[src/rtl/gdd_pkg.sv]
// ----------------------------------------------------------------------------
// gdd_pkg: shared types and constants for the Gregorian day difference unit
// Transaction payloads, lane result and stage enables, and the calendar tables.
// ----------------------------------------------------------------------------
package gdd_pkg;

	localparam int YEAR_W  = 14;
	localparam int MONTH_W = 4;
	localparam int DAY_W   = 5;
	localparam int HOUR_W  = 5;
	localparam int MIN_W   = 6;
	localparam int SEC_W   = 6;
	localparam int DIFF_W  = 22;
	localparam int NUM_W   = 24;  // signed day number, year zero gives a negative base
	localparam int DBM_W   = 9;   // days before month, up to 334

	localparam logic [HOUR_W-1:0] HOUR_MAX   = 5'd23;
	localparam logic [MIN_W-1:0]  MINUTE_MAX = 6'd59;
	localparam logic [SEC_W-1:0]  SECOND_MAX = 6'd59;
	localparam logic [MONTH_W-1:0] MONTH_FEB = 4'd2;
	localparam logic [MONTH_W-1:0] MONTH_DEC = 4'd12;
	localparam logic [DIFF_W-1:0] DIFF_MAX   = 22'd4194303;

	// Reciprocal of 25 and of 100 in fixed point, exact over the 14-bit year range.
	localparam logic [12:0] RECIP_MUL     = 13'd5243;
	localparam int          RECIP25_SHIFT  = 17;
	localparam int          RECIP100_SHIFT = 19;
	localparam logic [8:0]  DAYS_PER_YEAR  = 9'd365;
	localparam logic signed [NUM_W-1:0] YEAR0_BASE = -24'sd365;

	typedef struct packed {
		logic [YEAR_W-1:0]  year_a;
		logic [MONTH_W-1:0] month_a;
		logic [DAY_W-1:0]   day_a;
		logic [HOUR_W-1:0]  hour_a;
		logic [MIN_W-1:0]   minute_a;
		logic [SEC_W-1:0]   second_a;
		logic [YEAR_W-1:0]  year_b;
		logic [MONTH_W-1:0] month_b;
		logic [DAY_W-1:0]   day_b;
	} req_item_t;

	typedef struct packed {
		logic              valid_res;
		logic [DIFF_W-1:0] day_difference;
	} rsp_item_t;

	typedef struct packed {
		logic                    ok;
		logic signed [NUM_W-1:0] num;
	} lane_res_t;

	typedef struct packed {
		logic s1;
		logic s2;
	} stage_en_t;

	function automatic logic [DBM_W-1:0] days_before_month(input logic [MONTH_W-1:0] m);
		logic [DBM_W-1:0] r;
		case (m)
			4'd3:    r = 9'd59;
			4'd4:    r = 9'd90;
			4'd5:    r = 9'd120;
			4'd6:    r = 9'd151;
			4'd7:    r = 9'd181;
			4'd8:    r = 9'd212;
			4'd9:    r = 9'd243;
			4'd10:   r = 9'd273;
			4'd11:   r = 9'd304;
			4'd12:   r = 9'd334;
			4'd2:    r = 9'd31;
			default: r = 9'd0;
		endcase
		return r;
	endfunction

	function automatic logic [DAY_W-1:0] month_length(input logic [MONTH_W-1:0] m);
		logic [DAY_W-1:0] r;
		case (m)
			4'd1, 4'd3, 4'd5, 4'd7, 4'd8, 4'd10, 4'd12: r = 5'd31;
			4'd4, 4'd6, 4'd9, 4'd11:                    r = 5'd30;
			4'd2:                                       r = 5'd28;
			default:                                    r = 5'd0;
		endcase
		return r;
	endfunction

endpackage

[src/rtl/gdd_lane.sv]
// ----------------------------------------------------------------------------
// gdd_lane: date check and day number for one date
// Two stages: reciprocal products first, then leap test, range check and sum.
// ----------------------------------------------------------------------------
module gdd_lane (
	input  logic                           clk,
	input  gdd_pkg::stage_en_t             en,
	input  logic [gdd_pkg::YEAR_W-1:0]     year,
	input  logic [gdd_pkg::MONTH_W-1:0]    month,
	input  logic [gdd_pkg::DAY_W-1:0]      day,
	output gdd_pkg::lane_res_t             res
);
	import gdd_pkg::*;

	logic [YEAR_W-1:0]              elapsed;
	logic [YEAR_W+12:0]             prod25;
	logic [YEAR_W+12:0]             prod100;

	logic [YEAR_W-1:0]              year_s1;
	logic [MONTH_W-1:0]             month_s1;
	logic [DAY_W-1:0]               day_s1;
	logic [YEAR_W-1:0]              elapsed_s1;
	logic                           yzero_s1;
	logic [22:0]                    e365_s1;
	logic [7:0]                     q100_s1;
	logic [9:0]                     q25_s1;

	logic [YEAR_W-1:0]              mul25;
	logic [4:0]                     rem25;
	logic                           leap;
	logic [DAY_W-1:0]               mlen;
	logic                           date_ok;
	logic [22:0]                    base_u;
	logic signed [NUM_W-1:0]        base_s;
	logic signed [NUM_W-1:0]        num;
	lane_res_t                      res_s2;

	assign elapsed = year - 14'd1;
	assign prod25  = year * RECIP_MUL;
	assign prod100 = elapsed * RECIP_MUL;

	always_ff @(posedge clk) begin
		if (en.s1) begin
			year_s1    <= year;
			month_s1   <= month;
			day_s1     <= day;
			elapsed_s1 <= elapsed;
			yzero_s1   <= (year == '0);
			e365_s1    <= 23'(elapsed * DAYS_PER_YEAR);
			q100_s1    <= prod100[RECIP100_SHIFT +: 8];
			q25_s1     <= prod25[RECIP25_SHIFT +: 10];
		end
	end

	// Divisible by 100 is divisible by 4 and 25; by 400 is by 16 and 25.
	assign mul25 = {q25_s1, 4'b0000} + {1'b0, q25_s1, 3'b000} + {4'b0000, q25_s1};
	assign rem25 = 5'(year_s1 - mul25);
	assign leap  = (year_s1[1:0] == 2'b00) && ((rem25 != 5'd0) || (year_s1[3:0] == 4'b0000));

	always_comb begin
		mlen = month_length(month_s1);
		if (month_s1 == MONTH_FEB && leap) begin
			mlen = 5'd29;
		end
	end

	assign date_ok = (month_s1 != '0) && (month_s1 <= MONTH_DEC) && (day_s1 != '0)
		&& (day_s1 <= mlen);

	assign base_u = e365_s1 + {11'd0, elapsed_s1[YEAR_W-1:2]} - {15'd0, q100_s1}
		+ {17'd0, q100_s1[7:2]};
	assign base_s = yzero_s1 ? YEAR0_BASE : signed'({1'b0, base_u});
	assign num    = base_s + signed'({15'd0, days_before_month(month_s1)})
		+ signed'({23'd0, leap && (month_s1 > MONTH_FEB)})
		+ signed'({19'd0, day_s1});

	always_ff @(posedge clk) begin
		if (en.s2) begin
			res_s2.ok  <= date_ok;
			res_s2.num <= num;
		end
	end

	assign res = res_s2;

endmodule

[src/rtl/gdd_merge.sv]
// ----------------------------------------------------------------------------
// gdd_merge: combine the two lanes into one result
// Absolute difference, saturation and invalid gating, then the output register.
// ----------------------------------------------------------------------------
module gdd_merge (
	input  logic                clk,
	input  logic                en,
	input  gdd_pkg::lane_res_t  lane_a,
	input  gdd_pkg::lane_res_t  lane_b,
	input  logic                time_ok,
	output gdd_pkg::rsp_item_t  rsp
);
	import gdd_pkg::*;

	logic signed [NUM_W-1:0] delta;
	logic [NUM_W-2:0]        mag;
	logic                    ok;
	rsp_item_t               rsp_s3;

	assign delta = lane_a.num - lane_b.num;
	assign mag   = delta[NUM_W-1] ? (NUM_W-1)'(-delta) : delta[NUM_W-2:0];
	assign ok    = lane_a.ok && lane_b.ok && time_ok;

	always_ff @(posedge clk) begin
		if (en) begin
			rsp_s3.valid_res <= ok;
			if (!ok) begin
				rsp_s3.day_difference <= '0;
			end else if (mag > {1'b0, DIFF_MAX}) begin
				rsp_s3.day_difference <= DIFF_MAX;
			end else begin
				rsp_s3.day_difference <= mag[DIFF_W-1:0];
			end
		end
	end

	assign rsp = rsp_s3;

endmodule

[src/rtl/gregorian_day_difference_unit.sv]
// ----------------------------------------------------------------------------
// gregorian_day_difference_unit: days between two Gregorian dates
// Validates two dates and a time of day, returns the absolute day difference.
// ----------------------------------------------------------------------------
// Each request transaction carries two proleptic Gregorian dates (A and B)
// plus a time of day for A. The unit returns one response transaction per
// request: valid_res is 1 when both dates and the time are valid, and
// day_difference holds |dayno(A) - dayno(B)|, saturated to 22 bits, or 0
// when anything is invalid. Throughput is one transaction per cycle while
// rsp_ready is high, through three register stages: reciprocal products
// in each date lane, the day-number sum in each lane, and the merge stage
// that forms the difference. A stage loads when it is empty or its contents
// move on, so bubbles collapse and a new request is taken while a finished
// response waits on rsp_ready, as long as an earlier stage is empty.
module gregorian_day_difference_unit (
	input  logic                clk,
	input  logic                arst_n,
	input  logic                req_valid,
	output logic                req_ready,
	input  gdd_pkg::req_item_t  req_data,
	output logic                rsp_valid,
	input  logic                rsp_ready,
	output gdd_pkg::rsp_item_t  rsp_data
);
	import gdd_pkg::*;

	// Stage occupancy flags.
	logic      vld_s1;
	logic      vld_s2;
	logic      vld_s3;

	// Stage enables: a stage loads when it is empty or its contents move on.
	logic      adv_s1;
	logic      adv_s2;
	logic      adv_s3;
	stage_en_t lane_en;

	// Time-of-day check rides alongside the lanes.
	logic      time_ok;
	logic      time_ok_s1;
	logic      time_ok_s2;

	lane_res_t res_a;
	lane_res_t res_b;

	assign adv_s3    = !vld_s3 || rsp_ready;
	assign adv_s2    = !vld_s2 || adv_s3;
	assign adv_s1    = !vld_s1 || adv_s2;
	assign req_ready = adv_s1;
	assign rsp_valid = vld_s3;

	assign lane_en.s1 = adv_s1;
	assign lane_en.s2 = adv_s2;

	// Advance valid flags; hold a stage while its successor is stalled.
	always_ff @(posedge clk or negedge arst_n) begin
		if (!arst_n) begin
			vld_s1 <= 1'b0;
			vld_s2 <= 1'b0;
			vld_s3 <= 1'b0;
		end else begin
			if (adv_s1) begin
				vld_s1 <= req_valid;
			end
			if (adv_s2) begin
				vld_s2 <= vld_s1;
			end
			if (adv_s3) begin
				vld_s3 <= vld_s2;
			end
		end
	end

	assign time_ok = (req_data.hour_a <= HOUR_MAX) && (req_data.minute_a <= MINUTE_MAX)
		&& (req_data.second_a <= SECOND_MAX);

	// Carry the time check down to the merge stage.
	always_ff @(posedge clk) begin
		if (adv_s1) begin
			time_ok_s1 <= time_ok;
		end
		if (adv_s2) begin
			time_ok_s2 <= time_ok_s1;
		end
	end

	// Lane for date A.
	gdd_lane u_lane_a (
		.clk   (clk),
		.en    (lane_en),
		.year  (req_data.year_a),
		.month (req_data.month_a),
		.day   (req_data.day_a),
		.res   (res_a)
	);

	// Lane for date B.
	gdd_lane u_lane_b (
		.clk   (clk),
		.en    (lane_en),
		.year  (req_data.year_b),
		.month (req_data.month_b),
		.day   (req_data.day_b),
		.res   (res_b)
	);

	// Combine the lanes and drive the response register.
	gdd_merge u_merge (
		.clk     (clk),
		.en      (adv_s3),
		.lane_a  (res_a),
		.lane_b  (res_b),
		.time_ok (time_ok_s2),
		.rsp     (rsp_data)
	);

endmodule
[config.mk]
export PLATFORM = sky130hd
export DESIGN_NAME = gregorian_day_difference_unit
export DESIGN_NICKNAME = d
export VERILOG_FILES = /design/src/rtl/gdd_pkg.sv /design/src/rtl/gdd_lane.sv /design/src/rtl/gdd_merge.sv /design/src/rtl/gregorian_day_difference_unit.sv
export SDC_FILE = /design/constraint.sdc
export NUM_CORES = 2
export LEC_CHECK = 0
export ABC_CLOCK_PERIOD_IN_PS = 8150
export BUFFER_PORTS_ARGS = -buffer_cell sky130_fd_sc_hd__buf_2
export CORE_MARGIN = 4
export CORE_UTILIZATION = 36
export CTS_CLUSTER_SIZE = 30
export DETAILED_ROUTE_END_ITERATION = 10
export PLACE_DENSITY = 0.58
export REMOVE_ABC_BUFFERS = 1
export SLEW_MARGIN = 30
export SYNTH_ARGS = -nofsm -noshare
export SYNTH_HDL_FRONTEND = slang
export SYNTH_SLANG_ARGS = --single-unit
export TNS_END_PERCENT = 1
[constraint.sdc]
create_clock -name clk -period 8.15 [get_ports clk]
set_input_delay 1.63 -clock clk [delete_from_list [all_inputs] [get_ports clk]]
set_output_delay 1.63 -clock clk [all_outputs]
set_load 0.1 [all_outputs]
==> flow_summary.yaml <==
status:
  run_status: "complete, no violations"
detailed_routing:
  drt_pass_1_iters: 5
  avgViaCountPerCell: 4.66
  detailroute.via_count: 21900
  postRouteAntennaNets: 0
  postRouteWirelength_um: 68600
  first_iter_violations: 786
  drc_errors: 0
  avgRoutedWirePerCell_um: 14.6
timing:
  skew_ps: 31.3
  grt_setup_unrepaired: "false"
  tightest_slew_ps: 946
  layout_worst_path_cycle_share_pct: 93.6
  report.final.setup_viol: 0
  final.min_clock_period_ps: 7630
  finalHoldViolations: 0
  slew-limit-headroom_pct: 36.5
  drv_slew: 0
  fmaxAchievable_ghz: 0.131
setup_path:
  max_stage_delay_ps: 730
  worst_ep_arrival_time_ps: 7960
  worst-endpoint-required_ps: 8480
  crit_reg_reg_startpoint: "u_lane_a.q25_s1[0]$_DFFE_PN_"
  startpoint_type: "input port"
  endpoint_kind: "register"
  count_of_buffering_cells_on_the_critical_path_with_inverters_included: 8
  crit_type: "in -> reg"
  worst_path_dominant_cell_family: "adder cells"
  timing.rr.end: "u_lane_a.res[22]$_DFFE_PP_"
  crit_path_frequent_cell: "inv_1"
  r2r_setup_slack_ps: 1960
  ff2ff_path_depth: 23
  critical_path_peak_fanout: 6
  cpMaxStageDelayCell: "xnor2_1"
hold_path:
  worst_hold_startpoint: "time_ok_s1$_DFFE_PN_"
  hp-class: "reg -> reg"
  worstHoldPathCells: 0
  min_to: "time_ok_s2$_DFFE_PP_"
floorplan:
  area_of_the_core_region_um2: 90100
  fp-row-count: 110
  fp.dieW_um: 310
  die_h_um: 310
  die_area_um2: 96000
  io-pin-count: 92
  floorplan.initialDensity_pct: 36.4
clock_network:
  cts_buffers: 29
  clock_insertion_delay_worst_skew_ps: 600
  ctsLongestPathBuffers: 3
  cts_tree: "built"
  clockRootBuffer: "clkbuf_16"
  clkTransAtPathRegs_ps: 70
  htreeDepth: 1
  clk_sinks: 228
  postCtsHoldBufs: 0
layout:
  fin_cells: 4696
  filler_cell_count: 8791
  drive_above_1_share_pct: 9.24
  area.growth.synth_to_final_pct: 11.6
  final_net_count: 4559
yosys:
  mean_instance_size_in_the_synthesized_netlist_um2: 10.0
  synth_enable_flop_cells: 201
  synthDistinctLibCells: 89
  yosys_most_used_dff: "edfxtp_1"
  ys_seq_area_share_pct: 20.1
  synth-seq-cells: 228
  yosys_warnings: 0
  synthesis.area_um2: 32800
  gate_count_post_synth: 3274
  synth_async_reset_ratio_pct: 1.32
job:
  max-cap-violations: 0
placement:
  dpl.cell_count: 4641
  dpl.hpwl_um: 59700
  port_buffers: 84
  gpl.final_weighted_congestion: 0.856
global_routing:
  grt_pass1_wl_um: 114000
  grt_antenna_before_repair: 6
  maximum_number_of_pins_on_one_net_before_global_route_repair: 53
  global_route.usage.total_pct: 14.7
  vias_in_the_first_global_route: 22200
  globalRoute.totalOverflow: 0
## placed cells by master, fill, tap and decap left out, types with 8 or more instances in the layout
cell         n
inv_1      832
ha_1       626
fa_1       370
edfxtp_1   201
nor2_1     170
xnor2_1    149
buf_4      128
a21oi_1    119
nand2_1    111
buf_2       84
o21ai_0     67
xor2_1      54
a21o_1      43
nor2b_1     39
nor3_1      39
nand3_1     30
clkbuf_16   29
dfxtp_1     24
nand2b_1    23
or3_1       21
a31oi_1     21
o21a_1      20
a21oi_2     20
a211oi_1    19
and3_1      18
mux2i_1     16
o21bai_1    14
a21boi_0    11
nand4_1     11
nor3b_1     10
o211ai_1     9
o22ai_1      9
o31ai_1      9
o21ai_1      9
and2_1       8
a2111oi_0    8
## worst max path at each step
stage / start / to / slack, ps / depth (start not counted)
finish: req_data[11] / u_lane_b.q100_s1[7]$_DFFE_PN_ / 520 / 26
global route: req_data[11] / u_lane_b.q100_s1[7]$_DFFE_PN_ / 40 / 29
CTS: req_data[10] / u_lane_b.q100_s1[7]$_DFFE_PN_ / 430 / 30
detailed placement: req_data[10] / u_lane_b.q100_s1[7]$_DFFE_PN_ / -170 / 30
global placement: req_data[10] / u_lane_b.q100_s1[7]$_DFFE_PN_ / -140 / 31
floorplan: rsp_ready / register / -370 / 8
## through the flow
stage	TNS (ps)	util (%)	setup WS, ps	hold slack, ps	area, um^2
6_report	0	40.6	522	435	36600
5_1_grt	0	40.6	43.9	450	36600
4_1_cts	0	40.6	431	439	36600
3_5_place_dp	-409	39.5	-166	410	35600
3_3_place_gp	-262	39.5	-143	412	35600
2_1_floorplan	-5930	-	-369	400	32700
## cells by family after synthesis
| kind of cell | count (synthesis) | share of synthesized area [%] |
|---|---|---|
| and+or+nand+nor | 520 | 7.91 |
| DFF | 228 | 20.1 |
| xor gates and xnor gates | 208 | 5.60 |
| muxes | 21 | 0.660 |
| buffers and inverters | 854 | 9.82 |
| adders and majority gates | 996 | 46.5 |
| AOI/OAI and AO/OA | 447 | 9.47 |
## layer usage
| layer | vias up | GRT usage, % | wire [um] | share of wire, % |
|---|---|---|---|---|
| met3 | 64 | 1.37 | 1930 | 2.8 |
| met2 | 228 | 24.2 | 30700 | 45 |
| met4 | 2 | 2.19 | 1040 | 1.5 |
| met5 | - | 0 | 13 | 0.019 |
| li1 | 11100 | - | - | - |
| met1 | 10400 | 21.6 | 34900 | 51 |
## Yosys cell counts, drive strengths merged, types with 43 or more instances
cell type  number  area share [%]
ha            626              24
xnor2         153             4.1
fa            370              23
o21ai          76             1.2
a21oi         140             2.4
nor3           43            0.76
inv           832             9.5
nor2          170             1.9
a21o           43            0.98
xor2           55             1.5
edfxtp        201              18
nand2         112             1.3
## area by class of cell
type | instances | area, um^2 | share of cell area [%]
clock buffers | 32 | 737 | 2.01
diodes | 1 | 2.50 | 0.00683
multi-input cells | 2192 | 23000 | 62.9
inverters | 832 | 3120 | 8.53
repair buffers | 213 | 1400 | 3.83
clock inverters | 22 | 248 | 0.677
well taps | 1176 | 1470 | 4.02
flip-flops and latches | 228 | 6590 | 18.0
## repair_timing
| item | 4_1_cts | 5_1_grt |
|---|---|---|
| setup endpoints to repair | 0 | 2 |
| gates resized for setup | 0 | 3 |
| buffers inserted | 0 | 0 |
Power is left out: the tool's default activity adds up to more than one toggle a clock period on the data nets, which glitch-free logic cannot reach.
